$ cat src/mqf_pkg.sv
`default_nettype none

package mqf_pkg;

  // queue set geometry
  localparam int NUM_QUEUES  = 4;
  localparam int QUEUE_DEPTH = 16;
  localparam int DATA_WIDTH  = 32;

  // derived widths
  localparam int QIDX_W     = (NUM_QUEUES > 1) ? $clog2(NUM_QUEUES) : 1;
  localparam int PTR_W      = $clog2(QUEUE_DEPTH);
  localparam int CNT_W      = $clog2(QUEUE_DEPTH + 1);
  localparam int STORE_SIZE = NUM_QUEUES * QUEUE_DEPTH;
  localparam int ADDR_W     = (STORE_SIZE > 1) ? $clog2(STORE_SIZE) : 1;

  // fixed field widths
  localparam int OPCODE_W = 2;
  localparam int QSEL_W   = 3;
  localparam int WORD_W   = 32;
  localparam int OCC_W    = 5;
  localparam int STATUS_W = 2;
  localparam int CFG_W    = 3;

  localparam logic [CFG_W-1:0] CFG_RESET = 3'd4;

  // operation codes
  localparam logic [OPCODE_W-1:0] OP_PUSH = 2'd0;
  localparam logic [OPCODE_W-1:0] OP_POP  = 2'd1;
  localparam logic [OPCODE_W-1:0] OP_SIZE = 2'd2;

  // status codes
  localparam logic [STATUS_W-1:0] ST_OK      = 2'd0;
  localparam logic [STATUS_W-1:0] ST_INVALID = 2'd1;
  localparam logic [STATUS_W-1:0] ST_EMPTY   = 2'd2;
  localparam logic [STATUS_W-1:0] ST_FULL    = 2'd3;

  typedef logic [PTR_W-1:0] ptr_t;
  typedef logic [CNT_W-1:0] cnt_t;

  // circular pointer step with wrap at the queue depth
  function automatic ptr_t ptr_advance(input ptr_t p);
    ptr_t r;
    if (p == PTR_W'(QUEUE_DEPTH - 1)) begin
      r = '0;
    end else begin
      r = p + 1'b1;
    end
    return r;
  endfunction

endpackage

`default_nettype wire

$ cat src/multi_queue_fifo_core.sv
// A result is registered and presented in the cycle after its item is accepted.
// Throughput: one item per cycle while the result is not stalled; the single-port
// entry store and the per-queue pointer update are done as the item is accepted.
// Reset: asynchronous, active low; all pointers and counts clear to zero,
// queues_in_use returns to 4, the entry store is not cleared.
`default_nettype none

module multi_queue_fifo_core
  import mqf_pkg::*;
(
  input  wire logic        clk_i,
  input  wire logic        rst_ni,
  // configuration: queues_in_use
  input  wire logic        cfg_we_i,
  input  wire logic [2:0]  cfg_wdata_i,
  // input items
  input  wire logic        s_axis_tvalid,
  output      logic        s_axis_tready,
  input  wire logic [31:0] s_axis_tdata,   // [31:0] push_data
  input  wire logic [4:0]  s_axis_tuser,   // [1:0] opcode, [4:2] queue_index
  // result items
  output      logic        m_axis_tvalid,
  input  wire logic        m_axis_tready,
  output      logic [39:0] m_axis_tdata,   // [31:0] pop_data, [36:32] occupancy, [39:37] zero
  output      logic [1:0]  m_axis_tuser    // [1:0] status
);

  // configuration register
  logic [CFG_W-1:0] cfg_q;

  always_ff @(posedge clk_i or negedge rst_ni) begin
    if (!rst_ni) begin
      cfg_q <= CFG_RESET;
    end else if (cfg_we_i) begin
      cfg_q <= cfg_wdata_i;
    end
  end

  // queue state
  ptr_t head_q [NUM_QUEUES];
  ptr_t tail_q [NUM_QUEUES];
  cnt_t cnt_q  [NUM_QUEUES];

  logic [DATA_WIDTH-1:0] store_mem [STORE_SIZE];

  // output register
  logic                  out_valid_q;
  logic [STATUS_W-1:0]   status_q;
  logic [OCC_W-1:0]      occ_q;
  logic                  pop_ok_q;
  logic [DATA_WIDTH-1:0] rd_data_q;

  // item decode
  logic                accept;
  logic [OPCODE_W-1:0] op;
  logic [QSEL_W-1:0]   qsel;
  logic [QIDX_W-1:0]   qi;
  logic                q_valid;
  ptr_t                cur_head;
  ptr_t                cur_tail;
  cnt_t                cur_cnt;

  assign s_axis_tready = !out_valid_q || m_axis_tready;
  assign accept        = s_axis_tvalid && s_axis_tready;
  assign op            = s_axis_tuser[1:0];
  assign qsel          = s_axis_tuser[4:2];
  assign qi            = QIDX_W'(qsel);
  assign q_valid       = (32'(qsel) < 32'(cfg_q)) && (32'(qsel) < NUM_QUEUES);
  assign cur_head      = head_q[qi];
  assign cur_tail      = tail_q[qi];
  assign cur_cnt       = cnt_q[qi];

  // operation logic
  logic                do_push;
  logic                do_pop;
  logic [STATUS_W-1:0] status_d;
  cnt_t                occ_d;
  logic [ADDR_W-1:0]   addr;

  always_comb begin
    do_push  = 1'b0;
    do_pop   = 1'b0;
    status_d = ST_OK;
    occ_d    = cur_cnt;
    addr     = ADDR_W'(qi) * ADDR_W'(QUEUE_DEPTH) + ADDR_W'(cur_tail);
    if (!q_valid) begin
      status_d = ST_INVALID;
      occ_d    = '0;
    end else begin
      case (op)
        OP_PUSH: begin
          if (cur_cnt == CNT_W'(QUEUE_DEPTH)) begin
            status_d = ST_FULL;
          end else begin
            do_push = 1'b1;
            occ_d   = cur_cnt + 1'b1;
          end
        end
        OP_POP: begin
          addr = ADDR_W'(qi) * ADDR_W'(QUEUE_DEPTH) + ADDR_W'(cur_head);
          if (cur_cnt == '0) begin
            status_d = ST_EMPTY;
          end else begin
            do_pop = 1'b1;
            occ_d  = cur_cnt - 1'b1;
          end
        end
        default: begin
          occ_d = cur_cnt;
        end
      endcase
    end
  end

  // pointer and count update
  always_ff @(posedge clk_i or negedge rst_ni) begin
    if (!rst_ni) begin
      for (int i = 0; i < NUM_QUEUES; i++) begin
        head_q[i] <= '0;
        tail_q[i] <= '0;
        cnt_q[i]  <= '0;
      end
    end else if (accept) begin
      if (do_push) begin
        tail_q[qi] <= ptr_advance(cur_tail);
        cnt_q[qi]  <= occ_d;
      end
      if (do_pop) begin
        head_q[qi] <= ptr_advance(cur_head);
        cnt_q[qi]  <= occ_d;
      end
    end
  end

  // entry store, one access per item
  always_ff @(posedge clk_i) begin
    if (accept && do_push) begin
      store_mem[addr] <= s_axis_tdata[DATA_WIDTH-1:0];
    end
    if (accept && do_pop) begin
      rd_data_q <= store_mem[addr];
    end
  end

  // result register control
  always_ff @(posedge clk_i or negedge rst_ni) begin
    if (!rst_ni) begin
      out_valid_q <= 1'b0;
    end else if (s_axis_tready) begin
      out_valid_q <= s_axis_tvalid;
    end
  end

  // result register payload
  always_ff @(posedge clk_i) begin
    if (accept) begin
      status_q <= status_d;
      occ_q    <= OCC_W'(occ_d);
      pop_ok_q <= do_pop;
    end
  end

  logic [WORD_W-1:0] pop_word;

  assign pop_word      = pop_ok_q ? WORD_W'(rd_data_q) : '0;
  assign m_axis_tvalid = out_valid_q;
  assign m_axis_tdata  = {3'b000, occ_q, pop_word};
  assign m_axis_tuser  = status_q;

  // a full refusal reports a full queue
  assert property (@(posedge clk_i) disable iff (!rst_ni)
    (m_axis_tvalid && m_axis_tuser == ST_FULL) |-> (occ_q == OCC_W'(QUEUE_DEPTH)))
    else $error("full status without full occupancy");

  // an invalid index gives zero data and zero occupancy
  assert property (@(posedge clk_i) disable iff (!rst_ni)
    (m_axis_tvalid && m_axis_tuser == ST_INVALID) |-> (occ_q == '0 && !pop_ok_q))
    else $error("invalid index result not cleared");

  // an empty pop gives zero data and zero occupancy
  assert property (@(posedge clk_i) disable iff (!rst_ni)
    (m_axis_tvalid && m_axis_tuser == ST_EMPTY) |-> (occ_q == '0 && !pop_ok_q))
    else $error("empty pop result not cleared");

  // a held result keeps its payload while stalled
  assert property (@(posedge clk_i) disable iff (!rst_ni)
    (m_axis_tvalid && !m_axis_tready) |=> ($stable(m_axis_tdata) && $stable(m_axis_tuser)))
    else $error("stalled result changed");

endmodule

`default_nettype wire
$ cat config.mk
export PLATFORM = sky130hd
export DESIGN_NAME = multi_queue_fifo_core
export DESIGN_NICKNAME = d
export VERILOG_FILES = /design/src/mqf_pkg.sv /design/src/multi_queue_fifo_core.sv
export SDC_FILE = /design/constraint.sdc
export NUM_CORES = 2
export LEC_CHECK = 0
export BUFFER_PORTS_ARGS = -buffer_cell sky130_fd_sc_hd__buf_2
export CAP_MARGIN = 20
export CORE_AREA = 4 4 456 458
export DETAILED_ROUTE_END_ITERATION = 8
export DIE_AREA = 0 0 460 462
export PLACE_DENSITY = 0.67
export SLEW_MARGIN = 10
export SYNTH_ARGS = -nofsm -noshare
export SYNTH_HDL_FRONTEND = slang
export SYNTH_SLANG_ARGS = --single-unit
$ cat constraint.sdc
create_clock -name clk_i -period 6.4 [get_ports clk_i]
set_input_delay 0.32 -clock clk_i [delete_from_list [all_inputs] [get_ports clk_i]]
set_output_delay 0.32 -clock clk_i [all_outputs]
set_load 0.01 [all_outputs]
Word level (Yosys, flattened, before mapping):

Memory sizes are Yosys's and may differ from the RTL's. A register that Yosys moved wholly into a read port is not among the register bits.
Index checks and enable logic that the tools add are counted.

* bitwise operators: 1
* reduce and logical (&&, ||, !) cells: 11
* magnitude comparators: 4
* muxes and demuxes: 44
* $add $sub $neg: 6
* equal/unequal tests: 4

Operators by type and width (number)
* $mux W20: 3
* $mux W4: 11
* $bwmux W20: 2
* $bwmux W16: 2
* $mux W32: 1
* $mux W5: 6
* $bmux W4 S2: 2
* $add A6 B4 Y6: 2
* $mux W6: 2
* $bmux W5 S2: 1
* $demux W5 S2: 1
* $pmux W5 S2: 1
* $add A4 B1 Y4 const B: 2
* $demux W4 S2: 1
* $eq A4 B4 Y1 const B: 2
* $mux W1: 8
* $add A5 B1 Y5 const B: 1
* $eq A5 B5 Y1 const B: 1
* $logic_and A1 B1 Y1: 5
* $logic_not A5 Y1: 1
* $sub A5 B1 Y5 const B: 1
* $mux W2: 2
* $pmux W2 S2: 1
* $reduce_and A2 Y1: 2
* other kinds (9): 9

* bits of input ports: 45
* logic and storage cells: 88
* bits in writable memories: 2048
* output and inout bits: 44
* register bits after elaboration: 64
* memories: 1

Memory list
* store_mem: words 64, bits a word 32, rd ports 1, clocked after memory_dff 1, wr ports 1, RTL line multi_queue_fifo_core.sv:44 `logic [DATA_WIDTH-1:0] store_mem [STORE_SIZE];`

Logic depth before layout (Yosys ltp):

* word-level depth: 13
* mapped depth: 17
* depth with buffers taken out: 11

Worst setup path before layout:

Ideal clock, no wire load.

* kind: reg2reg
* from: reg cfg_q[2]
* to: mem store_mem[14][0], enable pin
* stages on the path, launching flop included: 15
* buffers on the path: 7
* setup slack: 1.484 ns
* setup time: 0.421 ns
* arrival: 4.495 ns
* path through: dfstp_2 inv_1 ha_1 a211oi_1 o211ai_4 mux2i_4 buf_6 buf_6 buf_4 buf_2 buf_2 buf_4 buf_2 nand2_1 nor2_1

* word-level cells in the longest chain between the ends: 6
* elaborated cells between the ends (all ways): 7
* those cells by class: 1 x order compare; 4 x mux; 2 x reduce/logical

RTL lines
* start: declaration: RTL line multi_queue_fifo_core.sv:29 `logic [CFG_W-1:0] cfg_q;`
* start signal: assignment: RTL line multi_queue_fifo_core.sv:35 `cfg_q <= cfg_wdata_i;`
* $lt A3 B3 Y1 *: RTL line multi_queue_fifo_core.sv:68 `assign q_valid = (32'(qsel) < 32'(cfg_q)) && (32'(qsel) < NUM_QUEUES);`
* $logic_and A1 B1 Y1 *: RTL line multi_queue_fifo_core.sv:68
* $mux W1: RTL line multi_queue_fifo_core.sv:86 `if (!q_valid) begin`
* $logic_and A1 B1 Y1: RTL line multi_queue_fifo_core.sv:137 `if (accept && do_push) begin`
* $mux W1: RTL line multi_queue_fifo_core.sv:137
* $mux W1 (implied by the code): RTL line multi_queue_fifo_core.sv:138 `store_mem[addr] <= s_axis_tdata[DATA_WIDTH-1:0];`
* end: declaration: RTL line multi_queue_fifo_core.sv:44

Every way passes the cells marked *; elsewhere a longest branch is shown, timed or not.

Final worst setup path:

* from: reg cfg_q[2]
* to: reg rd_data_q[20], read port of store_mem (data pin)

* word-level cells in the longest chain between the ends: 4
* elaborated cells between the ends (all ways): 5
* those cells by class: 1 x order compare; 2 x mux; 2 x reduce/logical

RTL lines
* $lt A3 B3 Y1 *: RTL line multi_queue_fifo_core.sv:68
* $logic_and A1 B1 Y1 *: RTL line multi_queue_fifo_core.sv:68
* $mux W1: RTL line multi_queue_fifo_core.sv:86
* $logic_and A1 B1 Y1: RTL line multi_queue_fifo_core.sv:140 `if (accept && do_pop) begin`
* end: declaration: RTL line multi_queue_fifo_core.sv:51 `logic [DATA_WIDTH-1:0] rd_data_q;`

Marks and branches as above.
A chain may end at the register's enable or synchronous reset.

==> out/metrics.yaml <==
timing:
  skew_ps: 34.20
  setup_tns_ps: 0
  worst_slew_pin_slew_ps: 1156
  finalSetupViolations: 0
  final_hold_viol_count: 0
  whs_ps: 16.09
  setup_slack_ps: 994.7
  max_freq_mhz: 185.0
  relSlewSlack_pct: 22.88
  rsz0062_at_grt: "no"
  min_period_over_period_pct: 84.46
  period_needed_ps: 5405
  report.final.slew_viol_count: 0
clock_tree:
  cts-buffers-inserted: 206
  cts_tree: "built"
  htree_levels: 4
  numClockSinks: 2144
  root_buffer: "clkbuf_16"
  clk_pin_slew_ps: 60
  cts_resized: 0
  cts_max_path_buffers: 3
  clock_latency_ps: 850
setup_path:
  reg2reg_depth: 12
  r2r_start: "cfg_q[2]$_DFFE_PN1P_"
  worstPathMaxFanout: 45
  startpoint_type: "flop"
  criticalPathCategory: "flop to flop"
  worstReg2RegEnd: "rd_data_q[20]$_DFFE_PP_"
  r2r_slack_ps: 990
  critPathCaptureType: "flop"
  arrival_ps: 5990
  crit_required_ps: 6980
floorplanning:
  die_area_um2: 212500
  start_util_pct: 40.84
  core_area_um2: 204000
  ioPinCount: 89
  rows: 166
  die_w_um: 460
  fp.dieH_um: 462
yosys:
  avgSynthCellArea_um2: 16.96
  post-synth-top-count-cell: "edfxtp_1"
  syn-instance-count: 4912
  synth.distinct_cells: 58
  yosysTopAreaCellShare_pct: 75.28
  yosys_most_used_dff: "edfxtp_1"
  yosys_warnings: 0
  yosys_register_bits: 2144
  synth_common_cells: "edfxtp_1 (2088), a21oi_1 (386), nand2_1 (349)"
  synth_largest_area_cell: "edfxtp_1"
  netlist_top_cells_area: "edfxtp_1 (75%), mux2i_1 (3.5%), a21oi_1 (2.3%)"
  netlist_area_um2: 83290
  postSynth.asyncResetShare_pct: 2.612
  synth_seq_area_share_pct: 76.96
  synth-edff-count: 2088
detailed_routing:
  routedWlPerCell_um: 30.19
  drc: 0
  ant_nets: 0
  wirelength_mm: 241.8
  drtIter0Drc: 7648
  routed_via_density: 6.151
  vias: 49260
  drt_first_pass_iters: 8
finish:
  fin_util_pct: 46.70
  design_area_um2: 95260
  area_delta_synth_final_pct: 14.37
  drive_gt1_share_pct: 17.85
  layout.nets: 5190
place:
  place_congestion: 0.8402
  post-place-ws_ps: 920.0
  dp_hpwl_mm: 138.5
  dpl_cell_area_um2: 88540
  port_buffers: 85
min_path:
  holdPathStages: 1
  worstHoldEndpoint: "store_mem[23][29]$_DFFE_PP_"
  min_from: "s_axis_tdata[29]"
  hold_path_class: "primary input to flop"
grt:
  grt_pass1_wl_mm: 345.2
  grt_util_met1_pct: 30.79
  gr-total-overflow: 0
  grt_pass1_vias: 47630
  grt_max_degree: 104
  met2_usage_pct: 34.85
  busiest_layer: "met2"
  grtUsageTotal_pct: 22.25
  use_met3_pct: 4.355
  antenna_found_initial: 20
power:
  p_per_area_nw_per_um2: 335.2
  ir_drop_v: 0.0002304
  p_leak_nw: 29.90
run:
  maxCapViolations: 0
outcome:
  status: "finished, final reports clean"
-- critical path: stages, from the launching register on --
cell and delay (ps):
dfstp_2 510, inv_1 40, ha_1 290, a211oi_1 460
o211ai_4 400, mux2_8 860, nor2_4 360, buf_4 340
a21oi_1 160, o21ai_0 100, a222oi_1 880, o22ai_1 180
or4_1 540
-- worst max-delay path by stage --
stage / start / to / slack, ps
5_1_grt: cfg_q[2]$_DFFE_PN1P_ / rd_data_q[11]$_DFFE_PP_ / 810
3_5_place_dp: s_axis_tuser[2] / rd_data_q[20]$_DFFE_PP_ / 920
6_report: cfg_q[2]$_DFFE_PN1P_ / rd_data_q[20]$_DFFE_PP_ / 990
2_1_floorplan: cfg_q[2]$_DFFE_PN1P_ / store_mem[14][0]$_DFFE_PP_ / 1480
4_1_cts: cfg_q[2]$_DFFE_PN1P_ / rd_data_q[20]$_DFFE_PP_ / 1010
3_3_place_gp: s_axis_tuser[2] / rd_data_q[20]$_DFFE_PP_ / 980
-- report_power, final --
part           total, mW  leakage (nW)  switching, mW  internal, mW
registers           15.5          19.5         0.0135          15.5
clock network       11.7          3.11           5.23          6.49
logic               4.74          7.26           3.27          1.47
-- stage by stage --
| step | cells | power (mW) |
|---|---|---|
| final | 8008 | 31.93 |
| after global routing | 8001 | 32.89 |
| after CTS | 7994 | 31.97 |
| after detailed placement | 7599 | 20.41 |
| after global placement | 7592 | 20.36 |
| after floorplan | 4914 | 18.44 |
-- flip-flops by register name (all words and copies together), names as in the netlist --
register and count:
m_axis_tvalid 1, m_axis_tuser 2, cfg_q 3, occ_q 5
cnt_q 20, tail_q 16, pop_ok_q 1, head_q 16
store_mem 2048, rd_data_q 32
-- placed cells by master (no fill, tap or decap), types with 11 or more instances in the layout --
master / n
a221oi_1: 139
dlygate4sd3_1: 16
edfxtp_1: 2088
buf_4: 186
o21ai_1: 33
mux2i_1: 284
nand4_1: 16
or4_1: 21
and2_1: 33
o22ai_1: 104
clkbuf_16: 207
a222oi_1: 106
o2bb2ai_1: 23
nand2_1: 348
mux2_4: 48
a211oi_1: 35
o221ai_1: 24
nor2_4: 71
a21oi_1: 386
buf_12: 53
bufinv_16: 13
dfrtp_1: 55
clkinv_2: 29
nand3_1: 36
mux2_1: 45
a221oi_2: 81
nor2_1: 105
o21ai_0: 232
buf_2: 84
mux4_2: 26
clkinvlp_4: 11
a22oi_1: 37
clkbuf_1: 52
clkinv_1: 55
mux2_2: 105
-- cell families (layout without fill, tap and decap cells) --
| family | Yosys count | after routing | synth area share (%) |
|---|---|---|---|
| flip-flops | 2144 | 2144 | 76.96 |
| AO/OA/AOI/OAI | 1238 | 1238 | 10.42 |
| AND/OR/NAND/NOR | 670 | 670 | 3.423 |
| multiplexers | 515 | 515 | 7.111 |
| buffers and inverters | 334 | 732 | 1.948 |
| adder cells (fa/ha/maj) | 6 | 6 | 0.09013 |
| XOR/XNOR | 4 | 4 | 0.04207 |
| other | 1 | 11 | 0.004502 |
-- cell type report --
class / instances / area, um^2
Antenna cell: 8 / 20.02
Clock buffer: 259 / 5375
Clock inverter: 122 / 1096
Fill cell: 17040 / 108700
Inverter: 11 / 41.29
Multi-Input combinational cell: 2436 / 18210
Sequential cell: 2144 / 64100
Tap cell: 2688 / 3363
Timing Repair Buffer: 340 / 3053
-- routing by layer --
layer | share of wire [%] | up-vias
met4 | 4.0 | 8
li1 | - | 20290
met1 | 39 | 25240
met2 | 46 | 3249
met5 | 0.021 | -
met3 | 11 | 475
-- repair_timing --
action | CTS | global route
setup endpoints to repair | 0 | 0
hold buffers | 14 | 2
hold endpoints to repair | 131 | 28
buffers inserted | 0 | 0
(Power assumes the default switching activity.)
